--- src/rtl/bdqs_pkg.sv ---
// Shared types and constants for the bounded deque with search.
// Holds opcodes, status codes and the controller/datapath handshake structs.
// No dependencies.
package bdqs_pkg;

    localparam int DEPTH_DEFAULT = 16;
    localparam int DATA_W        = 32;
    localparam int POS_W         = 4;
    localparam int OP_W          = 3;
    localparam int STAT_W        = 3;
    localparam int OCC_W         = 5;

    typedef enum logic [OP_W-1:0] {
        OP_PUSH_BACK    = 3'd0,
        OP_PUSH_FRONT   = 3'd1,
        OP_POP_BACK     = 3'd2,
        OP_POP_FRONT    = 3'd3,
        OP_READ         = 3'd4,
        OP_FIND         = 3'd5,
        OP_REMOVE_AT    = 3'd6,
        OP_REMOVE_VALUE = 3'd7
    } opcode_t;

    typedef enum logic [STAT_W-1:0] {
        ST_OK        = 3'd0,
        ST_EMPTY     = 3'd1,
        ST_FULL      = 3'd2,
        ST_RANGE     = 3'd3,
        ST_NOT_FOUND = 3'd4
    } status_t;

    // Commands from the controller to the datapath
    typedef struct packed {
        logic latch_item;
        logic refuse;
        logic push;
        logic walk_init;
        logic rd_issue;
        logic take_hit;
        logic shift;
        logic shift_end;
        logic not_found;
        logic out_load;
    } cmd_t;

    // Status from the datapath to the controller
    typedef struct packed {
        logic refuse;
        logic is_push;
        logic is_remove;
        logic hit;
        logic walk_idle;
        logic out_free;
    } sts_t;

endpackage

--- src/rtl/bdqs_ctrl.sv ---
// Sequencing state machine for the bounded deque with search.
// Depends on bdqs_pkg; drives the datapath through cmd_t and reads sts_t.
module bdqs_ctrl
    import bdqs_pkg::*;
(
    input  logic clk,
    input  logic rst_n,
    input  logic in_valid,
    output logic in_ready,
    input  sts_t sts,
    output cmd_t cmd
);

    typedef enum logic [4:0] {
        S_IDLE  = 5'b00001,
        S_CHECK = 5'b00010,
        S_SEEK  = 5'b00100,
        S_SHIFT = 5'b01000,
        S_DONE  = 5'b10000
    } state_t;

    state_t state_reg, state_next;

    assign in_ready = (state_reg == S_IDLE);

    always_comb
    begin
        state_next = state_reg;
        cmd        = '0;
        unique case (state_reg)
            S_IDLE:
            begin
                if (in_valid)
                begin
                    cmd.latch_item = 1'b1;
                    state_next     = S_CHECK;
                end
            end
            S_CHECK:
            begin
                priority if (sts.refuse)
                begin
                    cmd.refuse = 1'b1;
                    state_next = S_DONE;
                end
                else if (sts.is_push)
                begin
                    cmd.push   = 1'b1;
                    state_next = S_DONE;
                end
                else
                begin
                    cmd.walk_init = 1'b1;
                    state_next    = S_SEEK;
                end
            end
            S_SEEK:
            begin
                cmd.rd_issue = 1'b1;
                priority if (sts.hit)
                begin
                    cmd.take_hit = 1'b1;
                    state_next   = sts.is_remove ? S_SHIFT : S_DONE;
                end
                else if (sts.walk_idle)
                begin
                    cmd.not_found = 1'b1;
                    state_next    = S_DONE;
                end
                else
                begin
                    state_next = S_SEEK;
                end
            end
            S_SHIFT:
            begin
                cmd.rd_issue = 1'b1;
                cmd.shift    = 1'b1;
                if (sts.walk_idle)
                begin
                    cmd.shift_end = 1'b1;
                    state_next    = S_DONE;
                end
            end
            S_DONE:
            begin
                if (sts.out_free)
                begin
                    cmd.out_load = 1'b1;
                    state_next   = S_IDLE;
                end
            end
            default:
            begin
                state_next = S_IDLE;
            end
        endcase
    end

    always_ff @(posedge clk or negedge rst_n)
    begin
        if (!rst_n)
        begin
            state_reg <= S_IDLE;
        end
        else
        begin
            state_reg <= state_next;
        end
    end

endmodule

--- src/rtl/bdqs_datapath.sv ---
// Datapath for the bounded deque with search: ring memory, pointers,
// read pipeline, result and output registers. Depends on bdqs_pkg.
module bdqs_datapath
    import bdqs_pkg::*;
#(
    parameter int DEPTH = DEPTH_DEFAULT
)
(
    input  logic                     clk,
    input  logic                     rst_n,
    input  logic [OP_W-1:0]          opcode,
    input  logic signed [DATA_W-1:0] data_in,
    input  logic [POS_W-1:0]         position,
    input  cmd_t                     cmd,
    output sts_t                     sts,
    output logic                     out_valid,
    input  logic                     out_ready,
    output logic signed [DATA_W-1:0] data_out,
    output logic [POS_W-1:0]         found_position,
    output logic [STAT_W-1:0]        status,
    output logic [OCC_W-1:0]         occupancy
);

    localparam int PW = $clog2(DEPTH);
    localparam int CW = $clog2(DEPTH + 1);
    localparam int IW = (CW > POS_W) ? CW : POS_W;
    localparam int OW = (CW > OCC_W) ? CW : OCC_W;

    logic signed [DATA_W-1:0] mem [DEPTH];
    logic signed [DATA_W-1:0] rdata_reg;

    logic [PW-1:0]            front_reg;
    logic [CW-1:0]            count_reg;
    opcode_t                  op_reg;
    logic signed [DATA_W-1:0] data_reg;
    logic [POS_W-1:0]         pos_reg;

    logic [CW-1:0]            idx_reg;
    logic                     pend_reg;
    logic [PW-1:0]            pend_slot_reg;
    logic [CW-1:0]            pend_idx_reg;
    logic [PW-1:0]            hole_reg;

    logic signed [DATA_W-1:0] res_dout_reg;
    logic [POS_W-1:0]         res_fpos_reg;
    status_t                  res_status_reg;

    logic                     out_valid_reg;
    logic signed [DATA_W-1:0] out_dout_reg;
    logic [POS_W-1:0]         out_fpos_reg;
    logic [STAT_W-1:0]        out_status_reg;
    logic [OCC_W-1:0]         out_occ_reg;

    logic [CW:0]   front_ext;
    logic [CW:0]   sum_idx, wrap_idx, sum_cnt, wrap_cnt;
    logic [PW-1:0] slot_idx, slot_cnt, front_dec, front_inc;
    logic          full, empty, pos_ge, more;
    logic          rd_fire, mem_we;
    logic [PW-1:0] waddr;
    logic signed [DATA_W-1:0] wdata;
    logic          chk_refuse;
    status_t       chk_code;
    logic [CW-1:0] start_idx;
    logic [IW-1:0] pos_ext, cnt_ext, pend_ext;
    logic [OW-1:0] occ_ext;
    logic          is_search;

    // Ring slot of a position: one conditional subtract, the sum stays below 2*DEPTH
    assign front_ext = {{(CW + 1 - PW){1'b0}}, front_reg};
    assign sum_idx   = {1'b0, idx_reg} + front_ext;
    assign wrap_idx  = sum_idx - (CW + 1)'(DEPTH);
    assign slot_idx  = (sum_idx >= (CW + 1)'(DEPTH)) ? wrap_idx[PW-1:0] : sum_idx[PW-1:0];
    assign sum_cnt   = {1'b0, count_reg} + front_ext;
    assign wrap_cnt  = sum_cnt - (CW + 1)'(DEPTH);
    assign slot_cnt  = (sum_cnt >= (CW + 1)'(DEPTH)) ? wrap_cnt[PW-1:0] : sum_cnt[PW-1:0];
    assign front_dec = (front_reg == '0) ? PW'(DEPTH - 1) : front_reg - 1'b1;
    assign front_inc = (front_reg == PW'(DEPTH - 1)) ? '0 : front_reg + 1'b1;

    assign full    = (count_reg == CW'(DEPTH));
    assign empty   = (count_reg == '0);
    assign pos_ext = IW'(pos_reg);
    assign cnt_ext = IW'(count_reg);
    assign pos_ge  = (pos_ext >= cnt_ext);
    assign more    = (idx_reg < count_reg);
    assign rd_fire = cmd.rd_issue && more;

    assign is_search = (op_reg == OP_FIND) || (op_reg == OP_REMOVE_VALUE);

    always_comb
    begin
        chk_refuse = 1'b0;
        chk_code   = ST_OK;
        start_idx  = '0;
        unique case (op_reg)
            OP_PUSH_BACK, OP_PUSH_FRONT:
            begin
                if (full)
                begin
                    chk_refuse = 1'b1;
                    chk_code   = ST_FULL;
                end
            end
            OP_POP_BACK, OP_POP_FRONT:
            begin
                if (empty)
                begin
                    chk_refuse = 1'b1;
                    chk_code   = ST_EMPTY;
                end
                if (op_reg == OP_POP_BACK)
                begin
                    start_idx = count_reg - 1'b1;
                end
            end
            OP_READ, OP_REMOVE_AT:
            begin
                priority if (empty)
                begin
                    chk_refuse = 1'b1;
                    chk_code   = ST_EMPTY;
                end
                else if (pos_ge)
                begin
                    chk_refuse = 1'b1;
                    chk_code   = ST_RANGE;
                end
                start_idx = pos_ext[CW-1:0];
            end
            default:
            begin
                start_idx = '0;
            end
        endcase
    end

    assign sts.refuse    = chk_refuse;
    assign sts.is_push   = (op_reg == OP_PUSH_BACK) || (op_reg == OP_PUSH_FRONT);
    assign sts.is_remove = (op_reg == OP_REMOVE_AT) || (op_reg == OP_REMOVE_VALUE);
    assign sts.hit       = pend_reg && (!is_search || (rdata_reg == data_reg));
    assign sts.walk_idle = !pend_reg && !more;
    assign sts.out_free  = !out_valid_reg || out_ready;

    // Memory write port: pushes, or the shift that closes a removal gap
    assign mem_we = cmd.push || (cmd.shift && pend_reg);
    always_comb
    begin
        waddr = hole_reg;
        wdata = rdata_reg;
        if (cmd.push)
        begin
            waddr = (op_reg == OP_PUSH_FRONT) ? front_dec : slot_cnt;
            wdata = data_reg;
        end
    end

    always_ff @(posedge clk)
    begin
        if (mem_we)
        begin
            mem[waddr] <= wdata;
        end
        if (rd_fire)
        begin
            rdata_reg <= mem[slot_idx];
        end
    end

    always_ff @(posedge clk or negedge rst_n)
    begin
        if (!rst_n)
        begin
            front_reg     <= '0;
            count_reg     <= '0;
            pend_reg      <= 1'b0;
            out_valid_reg <= 1'b0;
        end
        else
        begin
            pend_reg <= rd_fire;
            if (cmd.push)
            begin
                count_reg <= count_reg + 1'b1;
                if (op_reg == OP_PUSH_FRONT)
                begin
                    front_reg <= front_dec;
                end
            end
            if (cmd.take_hit)
            begin
                if (op_reg == OP_POP_BACK)
                begin
                    count_reg <= count_reg - 1'b1;
                end
                if (op_reg == OP_POP_FRONT)
                begin
                    count_reg <= count_reg - 1'b1;
                    front_reg <= front_inc;
                end
            end
            if (cmd.shift_end)
            begin
                count_reg <= count_reg - 1'b1;
            end
            if (cmd.out_load)
            begin
                out_valid_reg <= 1'b1;
            end
            else if (out_ready)
            begin
                out_valid_reg <= 1'b0;
            end
        end
    end

    assign pend_ext = IW'(pend_idx_reg);
    assign occ_ext  = OW'(count_reg);

    always_ff @(posedge clk)
    begin
        if (cmd.latch_item)
        begin
            op_reg   <= opcode_t'(opcode);
            data_reg <= data_in;
            pos_reg  <= position;
        end
        if (cmd.refuse)
        begin
            res_status_reg <= chk_code;
            res_dout_reg   <= '0;
            res_fpos_reg   <= '0;
        end
        if (cmd.push || cmd.walk_init)
        begin
            res_status_reg <= ST_OK;
            res_dout_reg   <= '0;
            res_fpos_reg   <= '0;
        end
        if (cmd.walk_init)
        begin
            idx_reg <= start_idx;
        end
        if (rd_fire)
        begin
            idx_reg       <= idx_reg + 1'b1;
            pend_slot_reg <= slot_idx;
            pend_idx_reg  <= idx_reg;
        end
        if (cmd.take_hit)
        begin
            if (op_reg == OP_FIND)
            begin
                res_fpos_reg <= pend_ext[POS_W-1:0];
            end
            else
            begin
                res_dout_reg <= rdata_reg;
            end
            hole_reg <= pend_slot_reg;
        end
        if (cmd.not_found)
        begin
            res_status_reg <= ST_NOT_FOUND;
        end
        if (cmd.shift && pend_reg)
        begin
            hole_reg <= pend_slot_reg;
        end
        if (cmd.out_load)
        begin
            out_dout_reg   <= res_dout_reg;
            out_fpos_reg   <= res_fpos_reg;
            out_status_reg <= res_status_reg;
            out_occ_reg    <= occ_ext[OCC_W-1:0];
        end
    end

    assign out_valid      = out_valid_reg;
    assign data_out       = out_dout_reg;
    assign found_position = out_fpos_reg;
    assign status         = out_status_reg;
    assign occupancy      = out_occ_reg;

endmodule

--- src/rtl/bounded_deque_with_search.sv ---
// Top level of the bounded deque with search: stream ports, controller and datapath.
// Depends on bdqs_pkg, bdqs_ctrl and bdqs_datapath.
//
// A bounded double-ended queue of signed 32-bit words held in a single-port-read,
// single-port-write ring memory of DEPTH entries. Each input word carries an opcode
// in s_axis_tuser and gives exactly one result word with the occupancy after the
// operation. One item is worked on at a time; the result sits in an output register,
// so the next item is taken while a result still waits. Pushes and refused operations
// do not walk the ring; pops and reads read one entry; find walks the ring one entry per
// cycle from the front up to the match, or over every held entry when nothing matches;
// remove by value walks every held entry while shifting every entry after the match
// down one place per cycle; remove at a position walks from that position to the end.
// The memory read, registered before it is compared or moved, paces the walk.
// Entries are never cleared: only held entries are read.
module bounded_deque_with_search
    import bdqs_pkg::*;
#(
    parameter int DEPTH = DEPTH_DEFAULT
)
(
    input  logic        clk,
    input  logic        rst_n,
    input  logic        s_axis_tvalid,
    output logic        s_axis_tready,
    input  logic [39:0] s_axis_tdata,   // data_in [31:0], position [35:32], zero [39:36]
    input  logic [7:0]  s_axis_tuser,   // opcode [2:0], zero [7:3]
    output logic        m_axis_tvalid,
    input  logic        m_axis_tready,
    output logic [47:0] m_axis_tdata    // data_out [31:0], found_position [35:32],
                                        // status [38:36], occupancy [43:39], zero [47:44]
);

    cmd_t cmd;
    sts_t sts;

    logic signed [DATA_W-1:0] data_out;
    logic [POS_W-1:0]         found_position;
    logic [STAT_W-1:0]        status;
    logic [OCC_W-1:0]         occupancy;

    // Sequence each word: check, walk the ring, shift on removal, hand off the result
    bdqs_ctrl u_ctrl
    (
        .clk      (clk),
        .rst_n    (rst_n),
        .in_valid (s_axis_tvalid),
        .in_ready (s_axis_tready),
        .sts      (sts),
        .cmd      (cmd)
    );

    // Hold the ring, pointers and the output register
    bdqs_datapath #(
        .DEPTH (DEPTH)
    ) u_datapath
    (
        .clk            (clk),
        .rst_n          (rst_n),
        .opcode         (s_axis_tuser[OP_W-1:0]),
        .data_in        (s_axis_tdata[DATA_W-1:0]),
        .position       (s_axis_tdata[DATA_W+POS_W-1:DATA_W]),
        .cmd            (cmd),
        .sts            (sts),
        .out_valid      (m_axis_tvalid),
        .out_ready      (m_axis_tready),
        .data_out       (data_out),
        .found_position (found_position),
        .status         (status),
        .occupancy      (occupancy)
    );

    // Pack result fields from the lowest bit up, pad to whole bytes
    assign m_axis_tdata = {4'b0000, occupancy, status, found_position, data_out};

endmodule

--- config.mk ---
export PLATFORM = sky130hd
export DESIGN_NAME = bounded_deque_with_search
export DESIGN_NICKNAME = d
export VERILOG_FILES = /design/src/rtl/bdqs_pkg.sv /design/src/rtl/bdqs_ctrl.sv /design/src/rtl/bdqs_datapath.sv /design/src/rtl/bounded_deque_with_search.sv
export SDC_FILE = /design/constraint.sdc
export NUM_CORES = 1
export LEC_CHECK = 0
export BUFFER_PORTS_ARGS = -buffer_cell sky130_fd_sc_hd__clkbuf_2
export CAP_MARGIN = 0
export CORE_MARGIN = 2
export CORE_UTILIZATION = 45
export DETAILED_ROUTE_END_ITERATION = 8
export SYNTH_ARGS = -nofsm -noshare
export SYNTH_HDL_FRONTEND = slang
export SYNTH_SLANG_ARGS = --single-unit
--- constraint.sdc ---
create_clock -name clk -period 6.26 [get_ports clk]
set_clock_uncertainty 0.05 [all_clocks]
set_input_delay 0.626 -clock clk [delete_from_list [all_inputs] [get_ports clk]]
set_output_delay 0.626 -clock clk [all_outputs]
set_load 0.005 [all_outputs]
; ---- Yosys cells after proc, flatten, opt, wreduce, memory -nomap -nowiden
; Memory sizes are Yosys's and may differ from the RTL's. A register that Yosys moved wholly into a read port is not among the register bits.
; Cells that the tools add are included.
[word_totals]
word_cells = 151
in_bits = 52
ramBits = 512
ff_bits = 155
n_memories = 1
out_inout_bits = 50
[memory_table]
columns = memory, words, word_bits, rd, rd_ports_with_merged_regs, wr, line_no
row1 = u_datapath.mem, 16, 32, 1, 1, 1, bdqs_datapath.sv:29  ; logic signed [DATA_W-1:0] mem [DEPTH];
[op_classes]
n_eq_ne = 18
n_reduce_logical = 28
order_cmp = 4
add_sub_neg = 9
muxes = 71
[ops]
columns = operator, n
row1 = 32-bit 2-to-1 mux, 5
row2 = 5-bit 2-to-1 mux, 16
row3 = 4-bit 2-to-1 mux, 16
row4 = 32-bit == test, 1
row5 = 5-bit one-hot mux with 5 select lines, 1
row6 = 1-bit 2-to-1 mux, 22
row7 = 5-bit by 4-bit adder with 6-bit output, 2
row8 = "3-bit == test, second input constant", 4
row9 = "6-bit by 5-bit greater-or-equal comparator with 1-bit output, second input constant", 2
row10 = 3-bit 2-to-1 mux, 4
row11 = "4-bit by 1-bit subtractor with 4-bit output, second input constant", 3
row12 = "5-bit by 1-bit adder with 5-bit output, second input constant", 2
row13 = "5-bit == test, second input constant", 2
row14 = 5-bit one-hot mux with 2 select lines, 1
row15 = 2-bit OR reduction, 5
row16 = 3-bit one-hot mux with 3 select lines, 1
row17 = 2-bit 2-to-1 mux, 4
row18 = 2-bit nonzero test, 4
row19 = 1-bit logical OR, 7
row20 = "3-bit by 2-bit == test with 1-bit output, second input constant", 2
row21 = "2-bit inequality test, second input constant", 3
row22 = "5-bit by 1-bit == test with 1-bit output, second input constant", 1
row23 = "5-bit by 2-bit == test with 1-bit output, second input constant", 1
row24 = "5-bit by 3-bit == test with 1-bit output, second input constant", 1
row25 = 14 further kinds, 20

; ---- Logic depth before layout (Yosys ltp)
[logic_depth]
depth_word = 11
ltp_mapped = 9
mapped_depth_nobuf = 8

; ---- By module
; From an unflattened synthesis, not the netlist that was laid out.
[unflattened]
cells_unflattened = 1452
hier_area_um2 = 27584.0
[modules_own_cells]
columns = module, area_per_inst_um2, instances, cells_per_inst
row1 = bdqs_datapath, 27156.0, 1, 1400
row2 = bdqs_ctrl, 394.1, 1, 47
row3 = bounded_deque_with_search, 33.8, 1, 5

; ---- Worst setup path before layout
; OpenSTA, ideal clock, no wires.
[synth_path]
path_kind = reg2reg
from = reg u_datapath.front_reg[0]
to = mem u_datapath.mem[5][0], enable pin
slack_ns = 2.697
synth_period_minus_slack_ns = 3.563
t_arrival_ns = 3.091
required_time_ns = 5.789
path_buffers = 1
path_stages_with_launch = 10
path_cell_list = dfrtp_1 -> clkbuf_1 -> inv_1 -> ha_1 -> nor3b_1 -> nor2b_1 -> a22oi_1 -> nand3_1 -> a21bo_2 -> nor2_1
[synth_between]
elab_chain_cells = 5
word_cells_on_any_way = 9
[synth_rtl]
columns = item, line_no
row1 = "start, declared", bdqs_datapath.sv:32  ; logic [PW-1:0] front_reg;
row2 = "start signal, assigned", bdqs_datapath.sv:185  ; front_reg <= front_dec;
row3 = "start signal, assigned", bdqs_datapath.sv:197  ; front_reg <= front_inc;
row4 = 5-bit by 4-bit adder with 6-bit output, bdqs_datapath.sv:73  ; assign sum_cnt = {1'b0, count_reg} + front_ext;
row5 = 6-bit by 5-bit greater-or-equal comparator with 1-bit output / 4-bit by 1-bit subtractor with 4-bit output (equally long branches), "bdqs_datapath.sv:75, bdqs_datapath.sv:74"
row6 = 4-bit 2-to-1 mux, bdqs_datapath.sv:75  ; assign slot_cnt = (sum_cnt >= (CW + 1)'(DEPTH)) ? wrap_cnt[PW-1:0] : sum_cnt[PW-1:0];
row7 = 4-bit 2-to-1 mux (*), bdqs_datapath.sv:151  ; waddr = (op_reg == OP_PUSH_FRONT) ? front_dec : slot_cnt;
row8 = 4-bit 2-to-1 mux (*), bdqs_datapath.sv:149  ; if (cmd.push)
row9 = "end, declared", bdqs_datapath.sv:29
; Mark *: on every way between the ends. The rest lies on a longest branch, timed or not.

; ---- Worst setup path after layout
[layout_path]
from = reg u_datapath.count_reg[1] (netlist: u_datapath.cnt_ext[1])
to = mem u_datapath.mem[3][21], enable pin
[layout_between]
elab_chain_cells = 9
word_cells_on_any_way = 19
[layout_rtl]
columns = item, line_no
row1 = "start, declared", bdqs_datapath.sv:33  ; logic [CW-1:0] count_reg;
row2 = "start signal, assigned", bdqs_datapath.sv:182  ; count_reg <= count_reg + 1'b1;
row3 = "start signal, assigned", bdqs_datapath.sv:192  ; count_reg <= count_reg - 1'b1;
row4 = "start signal, assigned", bdqs_datapath.sv:196  ; count_reg <= count_reg - 1'b1;
row5 = 4-bit by 5-bit greater-or-equal comparator with 1-bit output, bdqs_datapath.sv:83  ; assign pos_ge = (pos_ext >= cnt_ext);
row6 = 1-bit 2-to-1 mux, bdqs_datapath.sv:122  ; else if (pos_ge)
row7 = 1-bit 2-to-1 mux, bdqs_datapath.sv:117  ; priority if (empty)
row8 = 1-bit one-hot mux with 3 select lines, bdqs_datapath.sv:94  ; unique case (op_reg)
row9 = 2-bit 2-to-1 mux, bdqs_ctrl.sv:41  ; priority if (sts.refuse)
row10 = 3-bit 2-to-1 mux, bdqs_ctrl.sv:30  ; unique case (state_reg)
row11 = 1-bit logical OR, bdqs_datapath.sv:144  ; assign mem_we = cmd.push || (cmd.shift && pend_reg);
row12 = 1-bit 2-to-1 mux, bdqs_datapath.sv:158  ; if (mem_we)
row13 = 1-bit 2-to-1 mux (implied by the code), bdqs_datapath.sv:160  ; mem[waddr] <= wdata;
; Several ways; a longest one is shown, not always the timed one.

==> results by group <==
Floorplan
  – Row count: 90
  – Initial Utilization: between 40% and 50%
  – Top-Level Pins: 102
  – Floorplan die height: ~250 um
  – Die area: 0.0634 sq mm
  – DIE WIDTH: ~250 um
  – Core ar.: 0.0606 sq mm

STA
  – TNS Setup: 0 ps
  – Final Cycle Share: 73.7%
  – Slew @ Worst Pin: about 1300 ps
  – RSZ-0062 raised after global routing: false
  – Final number of hold-violating endpoints: 0
  – Fin. max-slew vios: 0
  – Slew headroom: 13.1%
  – Hold Slack: between 100 and 150 ps
  – Setup-failing EPs final: 0
  – Fmax: about 0.22 GHz
  – Fin crit period: 4610 ps

CTS
  – Cts bufs inserted: 74
  – # H-tree levels: 3
  – Clock Sinks: about 700
  – CTS root buffer: clkbuf_16
  – CTS resizes: 0
  – Postcts setup bufs: 0
  – Clock Latency Late Sink: 610 ps
  – CTS tree: built
  – Worst-path clk slew: around 60 ps
  – Max clock buf depth: 3

Critical path
  – Crit path max fanout: 27
  – Critical Path RT: approximately 6500 ps
  – Reg2Reg Launch Point: u_datapath.cnt_ext[1]
  – WP data arrival: 4880 ps
  – Worst-case reg-to-reg path depth: 9
  – Setup CP Type: register to register
  – CP endpoint kind: register
  – R2R setup slack: 1650 ps
  – Reg-to-reg endpoint: u_datapath.mem[3][21]
  – CP Launch Type: register

Run
  – Max cap viols: 0

Synthesis
  – Synth Area per Inst: between 15 and 20 sq um
  – Number of synthesized flops with an enable pin: 644
  – Largest area contributor in the netlist: edfxtp_1
  – Cells after Synth: 1442
  – Sequential area share after synthesis: between 70% and 80%
  – Top cell type's share of synthesized area: a little over two thirds
  – Ys async rst share: under 10%
  – Synth unique cells: between 60 and 70
  – Top post-synthesis cells by area: edfxtp_1 (70%), mux4_2 (10%), dfxtp_1 (2.8%)
  – Mapped cell area: 0.0277 sq mm
  – Flops & latches, synth: 699
  – Most used DFF post-synth: edfxtp_1
  – Synthesis Warnings: 0

Route
  – Drt via density: between 5 and 6
  – 1st-pass router iterations: 5
  – Vias post-DR: roughly 14000
  – Final wirelength: 61800 um
  – Iteration-0 DRC count of the detailed router: roughly 1100
  – Final antenna-violating net count: 0
  – Drt drc: 0
  – Drt wl/cell: around 26 um

Final layout
  – Cell Count, Final, Fillers Out: around 2400
  – Number of diodes: 0
  – Share of cells above drive strength 1: between 20% and 30%
  – Multi-input combinational cell area: between 0.006 and 0.007 sq mm
  – Biggest register: u_datapath.mem
  – Final-layout fill cell count: between 4000 and 5000
  – Area growth, synth to finish: 14.1%
  – Final #Nets: between 1500 and 2000
  – Max reg flops: between 500 and 600
  – Register area: between 0.02 and 0.025 sq mm
  – Layout Utilization: 52.1%

GRT
  – Vias in the first global route: 14189
  – Largest net degree at the start of global routing: between 60 and 70
  – GRT Util Overall: around a fifth
  – GRT overflow: 0
  – Antenna violations before repair: 1
  – First-pass GRT wire length: 92100 um

Min path
  – End of the worst hold path: u_datapath.data_reg[17]
  – HP Start: s_axis_tdata[17]
  – Worst Hold Depth: 1
  – Hold/Removal Path Class: input port to register

Placement
  – RePlAce Congestion: 0.806
  – Input/output buffers: between 80 and 90
  – Placed insts: ~2300
  – Detail Placement HPWL: roughly 36000 um

Status
  – Status: complete, no violations

Pwr
  – PnR Total Power: 0.0134 W
  – Pwr/cell area: ~420 mW/mm^2
  – Peak VDD IR: 0.334 mV
  – Pleak: 10.4 nW
## cell type report
cell class	instances	share of cell area, %
sequential	699	65.0
multi-input combinational	650	21.8
clock buffer	103	6.51
tap	782	3.10
timing repair buffer	121	2.31
clock inverter	34	1.05
inverter	21	0.250
## metrics by stage
| stage | worst slack [ps] | cell area (sq um) |
|---|---|---|
| floorplan | 2700 | 27700 |
| global placement | 1690 | 29200 |
| detailed placement | 1640 | 29200 |
| CTS | 1600 | 31600 |
| global route | 1440 | 31600 |
| finish | 1650 | 31600 |
## cell families after synthesis
family,after synthesis,synth area share (%)
flops,699,74.2
mux,202,13.3
simple gates,202,3.99
compound gates,172,4.31
buf+inv,96,1.63
xor+xnor,47,1.49
fa+ha+maj,23,1.10
other cells,1,0.0136
## cells in the mapped netlist (all sizes together) (3+ instances only)
cell type	n
nand2	31
xnor2	26
and2b	3
and3	5
a31oi	4
nor3b	3
nand2b	5
and3b	3
nor4	6
nor2	38
a22oi	5
ha	21
mux4	128
mux2	33
a21oi	47
edfxtp	644
o21ai	14
nor2b	39
dfxtp	39
a211oi	39
o2bb2ai	32
clkbuf	35
inv	21
xor2	21
buf	40
and2	5
nand3	46
nor3	6
o211ai	4
dfrtp	15
nand4	8
mux2i	41
a21o	7
## where the power goes
part / switching, W / leakage, nW / internal (W) / total [W]
logic: 0.00194 / 2.86 / 0.00163 / 0.00357
registers: 0.000154 / 6.41 / 0.00537 / 0.00553
clock network: 0.00179 / 1.16 / 0.00251 / 0.00430
## what timing repair did
action,CTS,global route
hold endpoints to repair,15,0
hold buffers,1,0
setup endpoints to repair,0,0
## per-layer routing
layer	GRT usage [%]	share of wire, %	routed length, um	vias to the layer above
li1	-	-	-	6089
met1	27.9	45	27900	7338
met2	32.1	48	29500	378
met3	3.88	5.0	3070	94
met4	5.36	2.1	1270	2
met5	0	0.021	13	-
## worst max-delay path by stage
stage,startpoint,to,slack [ps],cells past startpoint
after floorplan,u_datapath.front_reg[0],u_datapath.mem[5][0],2700,9
after global placement,u_datapath.cnt_ext[1],u_datapath.mem[3][0],1690,9
after detailed placement,u_datapath.cnt_ext[1],u_datapath.mem[3][0],1640,9
after CTS,u_datapath.cnt_ext[1],u_datapath.mem[3][21],1600,9
after global routing,u_datapath.cnt_ext[1],u_datapath.mem[3][0],1440,9
final,u_datapath.cnt_ext[1],u_datapath.mem[3][21],1650,9
## cells in the final DEF, fill, tap and decap left out, drive strengths merged, types with 15 or more instances in the layout
cell / n
a211oi: 39
a21oi: 47
buf: 32
clkbuf: 191
clkinv: 22
dfrtp: 15
dfxtp: 39
edfxtp: 644
ha: 21
inv: 25
mux2: 33
mux2i: 41
mux4: 128
nand2: 31
nand3: 46
nor2: 38
nor2b: 39
o2bb2ai: 32
xnor2: 26
xor2: 21
## worst max-delay path, stage by stage (launching register included)
cell,delay (ps)
dfrtp_1,440
inv_1,260
ha_1,230
nand4bb_1,290
nand3_2,550
buf_4,540
nor2_1,130
o21ai_0,1020
nor2_4,390
buf_4,390
(Power assumes the default switching activity.)
